**src/hw/rtl/irzl_pkg.sv**
```systemverilog
`default_nettype none

package irzl_pkg;

    // request kinds
    localparam logic REQ_LOOKUP = 1'b0;
    localparam logic REQ_INSERT = 1'b1;

    // result status codes
    localparam logic [1:0] ST_LOOKUP_DONE = 2'd0;
    localparam logic [1:0] ST_INSERTED    = 2'd1;
    localparam logic [1:0] ST_OVERLAP     = 2'd2;
    localparam logic [1:0] ST_TABLE_FULL  = 2'd3;

    // field widths
    localparam int ADDR_W    = 32;
    localparam int END_W     = 33;
    localparam int PLEN_W    = 6;
    localparam int ZONE_W    = 16;
    localparam int MAX_PLEN  = 32;

    // controller to datapath
    typedef struct packed {
        logic start;     // item accepted, latch request
        logic rd_en;     // read one table entry
        logic load_out;  // load the result register
        logic wr_en;     // store the new range
        logic full;      // table holds every entry
    } t_ctl_cmd;

    // datapath to controller
    typedef struct packed {
        logic out_free;  // result register can take a new item
        logic ins_ok;    // insert would succeed
    } t_dp_sts;

endpackage

`default_nettype wire

```
**src/hw/rtl/irzl_ctrl.sv**
```systemverilog
`default_nettype none

module irzl_ctrl #(
    parameter int TABLE_ENTRIES = 64,
    parameter int IDX_W = (TABLE_ENTRIES > 1) ? $clog2(TABLE_ENTRIES) : 1
) (
    input  wire logic               i_clk,
    input  wire logic               i_rst_n,
    input  wire logic               i_in_valid,
    output logic                    o_in_stall,
    input  wire irzl_pkg::t_dp_sts  i_sts,
    output irzl_pkg::t_ctl_cmd      o_cmd,
    output logic [IDX_W-1:0]        o_rd_addr,
    output logic [IDX_W-1:0]        o_wr_addr
);

    import irzl_pkg::*;

    localparam int CNT_W = $clog2(TABLE_ENTRIES + 1);

    localparam logic [1:0] S_IDLE  = 2'd0;
    localparam logic [1:0] S_SCAN  = 2'd1;
    localparam logic [1:0] S_DRAIN = 2'd2;
    localparam logic [1:0] S_DONE  = 2'd3;

    logic [1:0]       r_state, n_state;
    logic [IDX_W-1:0] r_idx, n_idx;
    logic [CNT_W-1:0] r_count, n_count;

    // next state and commands
    always_comb begin
        n_state = r_state;
        n_idx   = r_idx;
        n_count = r_count;
        o_cmd   = '0;
        o_cmd.full = (r_count == CNT_W'(TABLE_ENTRIES));
        case (r_state)
            S_IDLE: begin
                if (i_in_valid) begin
                    o_cmd.start = 1'b1;
                    n_idx = '0;
                    n_state = (r_count == '0) ? S_DONE : S_SCAN;
                end
            end
            S_SCAN: begin
                o_cmd.rd_en = 1'b1;
                if (CNT_W'(r_idx) + CNT_W'(1) == r_count) begin
                    n_state = S_DRAIN;
                end else begin
                    n_idx = r_idx + IDX_W'(1);
                end
            end
            S_DRAIN: begin
                n_state = S_DONE;
            end
            S_DONE: begin
                if (i_sts.out_free) begin
                    o_cmd.load_out = 1'b1;
                    if (i_sts.ins_ok) begin
                        o_cmd.wr_en = 1'b1;
                        n_count = r_count + CNT_W'(1);
                    end
                    n_state = S_IDLE;
                end
            end
            default: begin
                n_state = S_IDLE;
            end
        endcase
    end

    // state registers
    always_ff @(posedge i_clk) begin
        if (!i_rst_n) begin
            r_state <= S_IDLE;
            r_idx   <= '0;
            r_count <= '0;
        end else begin
            r_state <= n_state;
            r_idx   <= n_idx;
            r_count <= n_count;
        end
    end

    assign o_in_stall = (r_state != S_IDLE);
    assign o_rd_addr  = r_idx;
    assign o_wr_addr  = r_count[IDX_W-1:0];

endmodule

`default_nettype wire

```
**config.mk**
```make
export PLATFORM = sky130hd
export DESIGN_NAME = irzl_ctrl
export DESIGN_NICKNAME = d
export VERILOG_FILES = /design/src/hw/rtl/irzl_pkg.sv /design/src/hw/rtl/irzl_ctrl.sv
export SDC_FILE = /design/constraint.sdc
export NUM_CORES = 1
export LEC_CHECK = 0
export BUFFER_PORTS_ARGS = -buffer_cell sky130_fd_sc_hd__clkbuf_2
export CAP_MARGIN = 10
export CORE_MARGIN = 2
export CORE_UTILIZATION = 49
export DETAILED_ROUTE_END_ITERATION = 12
export PLACE_DENSITY = 0.72
export SYNTH_ARGS = -nofsm -noshare
export SYNTH_HDL_FRONTEND = slang
export SYNTH_SLANG_ARGS = --single-unit
export TNS_END_PERCENT = 30
```
**constraint.sdc**
```tcl
create_clock -name i_clk -period 2.1 [get_ports i_clk]
set_input_delay 0.315 -clock i_clk [delete_from_list [all_inputs] [get_ports i_clk]]
set_output_delay 0.315 -clock i_clk [all_outputs]
set_load 0.1 [all_outputs]
```
After elaboration in Yosys (flattened, before gate mapping) --
Index checks and enable logic that the tools add are counted.
Storage, ports and cells: bits in registers 15, output and inout port bits 18, word-level logic and storage cells 36
Operators by class: add/subtract/negate cells 3, equality and inequality tests 9, muxes and demuxes 14, reductions and logical operators 7
Operator list (number):
- $mux 2 | 6
- $mux 6 | 2
- $pmux 6 s2 | 1
- $reduce_and 3->1 | 3
- $ne 2x2->1 const B | 4
- $pmux 2 s4 | 1
- $add 6x1->7 const B | 1
- $add 7x1->7 const B | 1
- $eq 7x7->1 | 1
- $eq 7x7->1 const B | 1
- $logic_not 7->1 | 1
- $add 6x1->6 const B | 1
- $eq 2x2->1 const B | 2
- $mux 1 | 4
- $reduce_bool 2->1 | 2
- $eq 2x1->1 const B | 1
- $logic_not 2->1 | 1

Depth between registers and ports, before layout --
Gate-level depths: netlist (run 1).
depth after elaboration 4, mapped depth 8, mapped depth without buffers 8

Worst setup path before layout (run 1) --
No wires, ideal clock.
kind reg2reg, start point reg r_idx[0] (netlist: o_rd_addr[0]), end point reg r_idx[3] (netlist: o_rd_addr[3]), setup time 0.074 ns, arrival 2.886 ns, data required time 2.026 ns, setup slack -0.860 ns, cell stages (with the launch flop) 9, buffers on the path 1, period minus slack after synthesis 2.960 ns, cell sequence dfxtp_1 > ha_1 > buf_2 > and3_2 > nand3_1 > xor2_1 > nand3_1 > or4b_2 > a31oi_1
On the way: word-level cells in the longest chain between the ends 4, elaborated cells on any way between the ends 7, those cells by class 2 x add/sub; 2 x eq/ne; 2 x mux; 1 x reduce/logical
Ends and longest elaborated chain:
- start: declaration | line irzl_ctrl.sv:27 | logic [IDX_W-1:0] r_idx, n_idx;
- start signal: assignment | line irzl_ctrl.sv:80 | r_idx <= n_idx;
- $add 6x1->7 | line irzl_ctrl.sv:47 | if (CNT_W'(r_idx) + CNT_W'(1) == r_count) begin
- $eq 7x7->1 | line irzl_ctrl.sv:47
- $ne 2x2->1 (no source line)
- $reduce_and 3->1 (no source line)
Parallel ways exist; a longest one is shown, timed or not. The select of a mux whose other input is x is not followed. A chain may end at the register's enable or synchronous reset.

Final worst setup path (run 1) --
start point reg r_idx[3] (netlist: o_rd_addr[3]), end point reg r_state[0]
On the way: word-level cells in the longest chain between the ends 4
Ends and longest elaborated chain:
- $add 6x1->7 | line irzl_ctrl.sv:47
- $eq 7x7->1 | line irzl_ctrl.sv:47
- $ne 2x2->1 (no source line)
- $reduce_and 3->1 (no source line)
- end signal: assignment | line irzl_ctrl.sv:79 | r_state <= n_state;
- end: declaration | line irzl_ctrl.sv:26 | logic [1:0] r_state, n_state;
No other way between the ends.

==> results of run 1 <==
## registers in the layout, indices dropped and copies added (netlist names)
register	cells
o_rd_addr	6
r_state	2
r_count	7
## worst register-to-register path: cells and delay by family (launching register included)
| family | cells | cell delay (ps) |
|---|---|---|
| flip-flops | 1 | 410 |
| AND/OR/NAND/NOR | 3 | 840 |
| AO/OA/AOI/OAI | 3 | 730 |
## worst max-delay path by stage
| stage | from | end | slack (ps) |
|---|---|---|---|
| detailed placement | o_rd_addr[0] | o_rd_addr[3] | -50 |
| floorplan | r_state[1] | o_rd_addr[3] | -280 |
| global route | o_rd_addr[0] | r_state[1] | -80 |
| CTS | o_rd_addr[0] | o_rd_addr[3] | 20 |
| global placement | o_rd_addr[0] | o_rd_addr[3] | -10 |
| finish | o_rd_addr[3] | r_state[0] | 60 |
## placed cells by master (no fill, tap or decap), types with 2 or more instances in the layout
cell / synthesis / final
o21ai_0: 4 / 4
nor2_1: 13 / 13
buf_4: 6 / 19
dfxtp_4: 0 / 4
a211oi_1: 3 / 3
nor3b_1: 2 / 2
ha_1: 8 / 6
nand3_1: 5 / 4
nand2_1: 10 / 10
inv_1: 11 / 10
dfxtp_1: 15 / 9
and3_1: 2 / 2
a31oi_1: 4 / 4
clkbuf_4: 0 / 3
dfxtp_2: 0 / 2
and3_2: 2 / 2
xor2_1: 8 / 8
and2_1: 3 / 2
clkbuf_2: 0 / 21
xnor2_1: 7 / 6
o22ai_1: 2 / 2
nand4_1: 3 / 3
a21oi_1: 5 / 5
## kinds of logic after synthesis
group	share of synthesized area
simple gates	0.2473
compound gates	0.1817
buf+inv	0.1054
xor+xnor	0.1129
flops	0.2581
fa+ha+maj	0.08602
mux	0.008602
## power by group
group	total, mW	switching (mW)	leakage, nW	internal [mW]
Sequential	0.336	0.0294	0.126	0.306
Combinational	0.722	0.522	0.497	0.199
Clock	0.167	0.0960	0.0177	0.0708
## routing by layer
layer  vias to the layer above  global-route usage  part of all wire
li1                        558                   -                 -
met1                       503              0.2880              0.44
met2                        17              0.4063              0.51
met3                         4             0.02571             0.031
met4                         0             0.09402             0.014
met5                         -                   0                 0
## through the flow
stage	TNS, ps	utilization	setup slack (ps)	cells	instance area (um2)
6_report	0	0.6538	59.39	201	1460
5_1_grt	-170.5	0.6538	-79.45	201	1460
4_1_cts	0	0.6381	21.76	201	1425
3_5_place_dp	-50.66	0.6247	-50.66	197	1395
3_3_place_gp	-12.66	0.6247	-12.66	197	1395
2_1_floorplan	-977.4	-	-277.3	142	1201
## area by class of cell
cell class	instances	area share
multi-input cells	103	0.5390
inverters	11	0.03085
clock buffers	3	0.01542
clock inverters	1	0.003428
repair buffers	40	0.1697
flip-flops and latches	15	0.2177
well taps	28	0.02399
## what timing repair did
item,in CTS,in global routing
hold buffers,0,0
endpoints found under the hold margin,0,0
endpoints found under the setup margin,2,6
gates resized for setup,1,5
pin swaps,2,2
==> impl_results.md, run 1 <==
* Tcrit/Tclk final at 0.9717
* Hold Path Depth at 2
* Via count at ~1.1k
* Die Footprint at 2780 um2
* FF+latch count, synth at 15
* Setup crit start kind: register
* Clock Tree Buf Depth at 2
* Setup-failing EPs final at 0
* Family with the most delay on the worst path: simple AND/OR/NAND/NOR gates
* Pleak at between 0.6 and 0.7 nW
* Max cap viols at 0
* Worst-path clk slew at ~90 ps
* Most numerous cell in the Yosys netlist: dfxtp_1
* Largest net degree at the start of global routing at 13
* Pwr dens at about 840 nW/um2
* Area contributors post-synth: dfxtp_1, ha_1, xor2_1
* Core Box Area at between 2000 and 2500 um2
* WP depth at 6
* CP max stage cell: dfxtp_4
* Worst Hold End: o_rd_addr[0]
* Power, Total at 1.224 mW
* Top Ports at 23
* Iteration-0 DRC count of the detailed router at 17
* End of the worst register-to-register path: r_state[0]
* Global Route Usage Sum at 0.2329
* Worst Path Max Fanout at 7
* Worst relative slew slack at 0.6365
* Cell row count at 17
* Post-CTS setup buffer count at 0
* Post-synth EDFFs at 0
* R2R setup slack at 60 ps
* CP Data Required Time at between 2000 and 2500 ps
* Yosys cell types at 44
* Root Buffer: clkbuf_4
* Total gr overflow at 0
* Maximum VDD drop at about 1.1 mV
* Crit Path Category: register to register
* GPL Wtd Cong at between 0.8 and 0.9
* R2R depth at 6
* Post-synthesis sequential area ratio at 0.2581
* Final hold viol count at 0
* Max-slew violations at 0
* Die X at roughly 53 um
* Worst path buffer plus inverter count at 0
* Port buffer count at 22
* Syn avg cell area at 8.194 um2
* Skew-Pair Late Insertion Delay at about 290 ps
* Clock sink count at 15
* Ant. Diodes at 0
* Hold Slack at ~270 ps
* Filler cells at 196
* Syn Std Cell Area at 1164 um2
* Largest area contributor in the netlist: dfxtp_1
* Hold_sp: i_rst_n
* Synth top cells by count: dfxtp_1, nor2_1, inv_1, nand2_1
* Cells after Synth at 142
* First-pass GRT wire length at approximately 4800 um
* Hold crit path type: input pin to register
* Share of post-route cells with drive strength above 1 at 0.3873
* Critical path arrival at ~2300 ps
* Actual slew at the worst max-slew pin at around 550 ps
* Die height at around 53 um
* RSZ-0062 raised after global routing: true
* DRC errors left at 0
* Number of global-route vias before repair at 1056
* P&R area growth vs syn at 25.48%
* DRT Pass-1 Iters at 4
* Status: completed
* Routed len/inst at 13.13 um
* Cell-by-cell trace of the critical path: nand2_4, or3_4, a2111oi_4, a31oi_1, or3_1, a21oi_1
* DRT Wirelength at 2639 um
* TritonCTS clock tree: done
* Final HPWL DP at roughly 2100 um
* Tmin final at between 2000 and 2500 ps
* CP endpoint kind: register
* Yosys warnings at 0
* Commonest register cell after synthesis: dfxtp_1
* Post-route ant nets at 0
* Largest stage delay on the critical path at approximately 410 ps
* Synth async-reset ratio at 0
* Worst Skew at 5.634 ps
* Max Freq at ~0.49 GHz
* Multi-input logic area at between 700 and 800 um2
* Initial antenna violation count at 0
* Initial Util at 0.5210
* CTS H-tree lvls at 1
* Top cell type's share of synthesized area at 0.2581
* Via density at ~5.4
* Worst r2r src: o_rd_addr[3]
* Final net count at roughly 190
* Register area at ~320 um2
* Total CTS buffers at 3
* Synthesized net count at around 160
Power figures use the tool's default switching activity.
==> inputs of run 2 (changes only) <==
--- a/config.mk
+++ b/config.mk
@@ -10,7 +10,7 @@
 export CORE_MARGIN = 2
 export CORE_UTILIZATION = 49
 export DETAILED_ROUTE_END_ITERATION = 12
-export PLACE_DENSITY = 0.72
+export PLACE_DENSITY = 0.75
 export SYNTH_ARGS = -nofsm -noshare
 export SYNTH_HDL_FRONTEND = slang
 export SYNTH_SLANG_ARGS = --single-unit
==> run 2 against run 1 <==
Effect of this change:
- the run now ends with setup timing left
- worst hold slack hardly changed
- non-clock buffer count is 4 higher
- cell area is 7.5% higher
- combinational power is 8.2% higher
- sequential share of layout area is 1.3 points lower
- power is 5.7% higher
- critical path depth is 2 higher
- via count is 5.7% higher
==> impl_results.md, run 2 (synthesis gave the netlist of run 1 again) <==
* Max reg flops at 7
* Worst relative slew slack at 0.6376
* Failing checks: setup timing
* Actual slew at the worst max-slew pin at 546.0 ps
* Global Route Usage Sum at 0.2205
* Status: finished with violations
* Largest net degree at the start of global routing at 13
* Die X at about 53 um
* Hold Path Depth at 2
* Total negative slack at -39.19 ps
* DRC errors left at 0
* Initial antenna violation count at 0
* Total gr overflow at 0
* DRT Wirelength at approximately 3200 um
* Final hold viol count at 0
* Critical path arrival at 2360 ps
* R2R depth at 8
* Tcrit/Tclk final at 1.012
* Max Freq at 0.4708 GHz
* Routed len/inst at 15.52 um
* TritonCTS clock tree: done
* Die Footprint at between 2000 and 3000 um2
* DRT Pass-1 Iters at 4
* Initial Util at 0.5210
* Hold bufs inserted after CTS at 0
* Tmin final at roughly 2100 ps
* RSZ-0062 raised after global routing: true
* Setup crit start kind: register
* Share of post-route cells with drive strength above 1 at 0.4407
* Total CTS buffers at 3
* Final HPWL DP at around 2200 um
* Skew-Pair Late Insertion Delay at slightly above 300 ps
* Hold crit path type: input pin to register
* Pre-CTS setup slack at -98.90 ps
* Power, Total at 1.295 mW
* Crit Path Category: register to register
* First-pass GRT wire length at roughly 4500 um
* Pleak at around 0.68 nW
* CP endpoint kind: register
* Iteration-0 DRC count of the detailed router at 23
* Final Worst Setup Slack at -24.26 ps
* Worst Skew at 14.92 ps
* Root Buffer: clkbuf_4
* Commonest non-fill, non-tap cells in the layout: clkbuf_2, buf_4, nor2_1
* Worst Path Max Fanout at 4
* Max-slew violations at 0
* Hold Slack at roughly 270 ps
* GPL Wtd Cong at 0.8709
* Maximum VDD drop at just over 1 mV
* Final Util at 0.7025
* Core Box Area at about 2200 um2
* Max cap viols at 0
* Ant. Diodes at 0
* Port buffer count at 22
* Number of global-route vias before repair at a little over 1k
* Worst-path clk slew at roughly 90 ps
* Clock sink count at 15
* Clock Tree Buf Depth at 2
* Top Ports at 23
* Cell row count at 17
* CTS H-tree lvls at 1
* Post-route ant nets at 0
* Via density at roughly 5.6
* Die height at 52.73 um
* Pwr dens at ~830 nW/um2
* Setup-failing EPs final at 3
* P&R area growth vs syn at 34.84%
* Final net count at about 190
* CP Data Required Time at 2340 ps
* Top reg by flops: r_count
* Via count at 1144
run 2: cell count changes in the layout (fill, tap and decap cells not counted), moves of 2 or more:
| cell | before | now |
|---|---|---|
| a21oi_1 | 5 | 3 |
| xor2_1 | 8 | 6 |
| buf_6 | 0 | 3 |
| a21oi_2 | 0 | 2 |
run 2: metrics by stage:
stage               cell area (um2)  instances
finish                         1569        205
global route                   1569        205
CTS                            1446        203
detailed placement             1410        199
global placement               1410        199
floorplan                      1201        142
run 2: layer usage:
metal | GRT usage | part of all wire | up-vias | routed length [um]
li1 | - | - | 560 | -
met1 | 0.2675 | 0.43 | 539 | 1382
met2 | 0.3813 | 0.49 | 34 | 1574
met3 | 0.02857 | 0.040 | 11 | 128
met4 | 0.1026 | 0.030 | 0 | 96
met5 | 0 | 0 | - | 0
run 2: timing repair:
item / in CTS / in global routing
buffers inserted: 0 / 2
gates resized for setup: 2 / 21
pin swaps: 1 / 13
endpoints found under the hold margin: 0 / 0
setup endpoints to repair: 4 / 8
run 2: where the power goes:
part / switching, mW / internal, mW
combinational: 0.559 / 0.222
clock: 0.109 / 0.0713
sequential: 0.0285 / 0.305
run 2: final timing paths:
| check | start | to | slack [ps] |
|---|---|---|---|
| min reg2reg | r_state[0] | r_state[0] | 570 |
| max | o_rd_addr[1] | o_rd_addr[2] | -20 |
| min | i_rst_n | o_rd_addr[0] | 270 |
| max reg2reg | o_rd_addr[1] | o_rd_addr[2] | -20 |
run 2: cell type report:
class                      instances  area [um2]
multi-input combinational        103       850.8
fill                             164       664.4
sequential                        15       321.6
timing repair buffer              44       289.0
inverter                          11       45.04
tap                               28       35.03
clock buffer                       3       22.52
clock inverter                     1       5.005
run 2: worst max-delay path, cell delays in order, from the launching register on:
cell and delay (ps):
dfxtp_4 390, nand3_4 90, or3_4 400, a2111oi_4 350, buf_4 210, nand3_4 100
buf_6 150, a211oi_2 200, o31a_1 180
==> inputs of run 3 (changes only) <==
--- a/config.mk
+++ b/config.mk
@@ -11,6 +11,7 @@
 export CORE_UTILIZATION = 49
 export DETAILED_ROUTE_END_ITERATION = 12
 export PLACE_DENSITY = 0.75
+export SKIP_LAST_GASP = 1
 export SYNTH_ARGS = -nofsm -noshare
 export SYNTH_HDL_FRONTEND = slang
 export SYNTH_SLANG_ARGS = --single-unit
==> run 3 against run 2 <==
Effect of this change:
- the run still ends with setup timing left
- maximum frequency shrank 0.28%
- sequential share of layout area shrank 0.18 points
- critical path depth is the same
- non-clock buffer count is the same
- sequential power is essentially flat
- critical endpoint is now o_rd_addr[1]
- largest cell class unchanged
- highest routed layer unchanged
==> impl_results.md, run 3 (synthesis gave the netlist of run 1 again) <==
* Initial antenna violation count at 0
* Worst Path Max Fanout at 3
* Via density at 5.805
* Clock sink count at 15
* Initial Util at 0.5210
* R2R depth at 8
* RSZ-0062 raised after global routing: true
* Share of post-route cells with drive strength above 1 at 0.4463
* Top Ports at 23
* Register area at approximately 320 um2
* CP max stage cell: or3_4
* Pleak at 0.6797 nW
* Hold bufs inserted after CTS at 0
* Ant. Diodes at 0
* P&R area growth vs syn at 36.02%
* Crit Path Category: register to register
* Tmin final at between 2000 and 2500 ps
* Root Buffer: clkbuf_4
* Final net count at approximately 190
* Post-route ant nets at 0
* Global Route Usage Sum at 0.2193
* Worst-path clk slew at approximately 80 ps
* Commonest non-fill, non-tap cells in the layout: clkbuf_2, buf_4, nor2_1
* Via count at about 1.2k
* CP Data Required Time at between 2000 and 2500 ps
* Worst Skew at 17.17 ps
* Cell repeated most along the worst path: buf_4
* TritonCTS clock tree: done
* GPL Wtd Cong at slightly below 0.9
* Setup crit start kind: register
* Routed len/inst at between 15 and 20 um
* Clock Tree Buf Depth at 2
* Max-slew violations at 0
* Die X at about 53 um
* Cell-by-cell trace of the critical path: nand3_4, or3_4, a2111oi_4, buf_4, buf_4, nand4_1, a21bo_2, a21oi_2
* Skew-Pair Late Insertion Delay at 310 ps
* CTS H-tree lvls at 1
* Port buffer count at 22
* Failing checks: setup timing
* Total CTS buffers at 3
* Pwr dens at 829.1 nW/um2
* Largest stage delay on the critical path at 400 ps
* Final hold viol count at 0
* Setup-failing EPs final at 3
* Status: finished with violations
* Actual slew at the worst max-slew pin at 560.0 ps
* First-pass GRT wire length at between 4000 and 5000 um
* Top reg by flops: r_count
* Power, Total at ~1.3 mW
* Multi-input logic area at just under 900 um2
* Cell row count at 17
* Filler cells at about 160
* Commonest non-fill, non-tap cell in the layout: clkbuf_2
* Max cap viols at 0
* Die height at 52.73 um
* CP endpoint kind: register
* Die Footprint at roughly 2800 um2
* Iteration-0 DRC count of the detailed router at 46
* Final Worst Setup Slack at -30.26 ps
* Number of global-route vias before repair at a little over 1k
* Total gr overflow at 0
* Hold crit path type: input pin to register
* Critical path arrival at roughly 2400 ps
* DRT Pass-1 Iters at 4
* Max Freq at approximately 0.47 GHz
* Hold Slack at between 200 and 300 ps
* Maximum VDD drop at 1.004 mV
* Tcrit/Tclk final at 1.014
* Final HPWL DP at ~2200 um
* Worst relative slew slack at 0.6283
* Core Box Area at between 2000 and 2500 um2
* DRT Wirelength at between 3000 and 4000 um
* Largest net degree at the start of global routing at 13
* Max reg flops at 7
* DRC errors left at 0
* Hold Path Depth at 2
-- run 3: layout make-up --
type,instances,share of cell area
multi-input combinational,103,0.5462
sequential,15,0.2032
timing repair buffer,44,0.1826
inverter,11,0.02846
tap,28,0.02213
clock buffer,3,0.01423
clock inverter,1,0.003162
-- run 3: worst max-delay path, delay by kind of cell (launching register included) --
family                 cells  cell delay (ps)
AO/OA/AOI/OAI              3              710
buffers and inverters      2              330
flip-flops                 1              390
AND/OR/NAND/NOR            3              630
-- run 3: power by group --
part	total [mW]	internal [mW]	leakage, nW	switching, mW
logic	0.801	0.240	0.536	0.561
registers	0.332	0.305	0.126	0.0274
clock network	0.179	0.0712	0.0177	0.108
-- run 3: per-stage QoR --
step / setup WS (ps) / instance area [um2] / utilization / TNS [ps] / std cells
5_1_grt: -114.6 / 1583 / 0.7087 / -451.7 / 205
6_report: -30.26 / 1583 / 0.7087 / -37.27 / 205
3_3_place_gp: -3.168 / 1410 / 0.6314 / -3.168 / 199
3_5_place_dp: -98.90 / 1410 / 0.6314 / -127.5 / 199
2_1_floorplan: -277.3 / 1201 / - / -977.4 / 142
4_1_cts: -2.913 / 1440 / 0.6448 / -2.913 / 203
-- run 3: path summary, 6_finish.rpt --
check,startpoint,end,slack (ps)
max reg2reg,o_rd_addr[1],o_rd_addr[1],-30
max,o_rd_addr[1],o_rd_addr[1],-30
min reg2reg,r_state[0],r_state[0],570
min,i_rst_n,o_rd_addr[0],260
-- run 3: routing by layer --
layer	track usage	wire length [um]
met5	0	0
met4	0.1026	73
met3	0.02857	229
met2	0.3771	1586
met1	0.2675	1196
-- run 3: timing repair --
action | 4_1_cts | 5_1_grt
pin swaps | 1 | 11
setup buffers | 0 | 2
endpoints found under the setup margin | 4 | 8
cloned | 0 | 0
gates resized for setup | 1 | 23
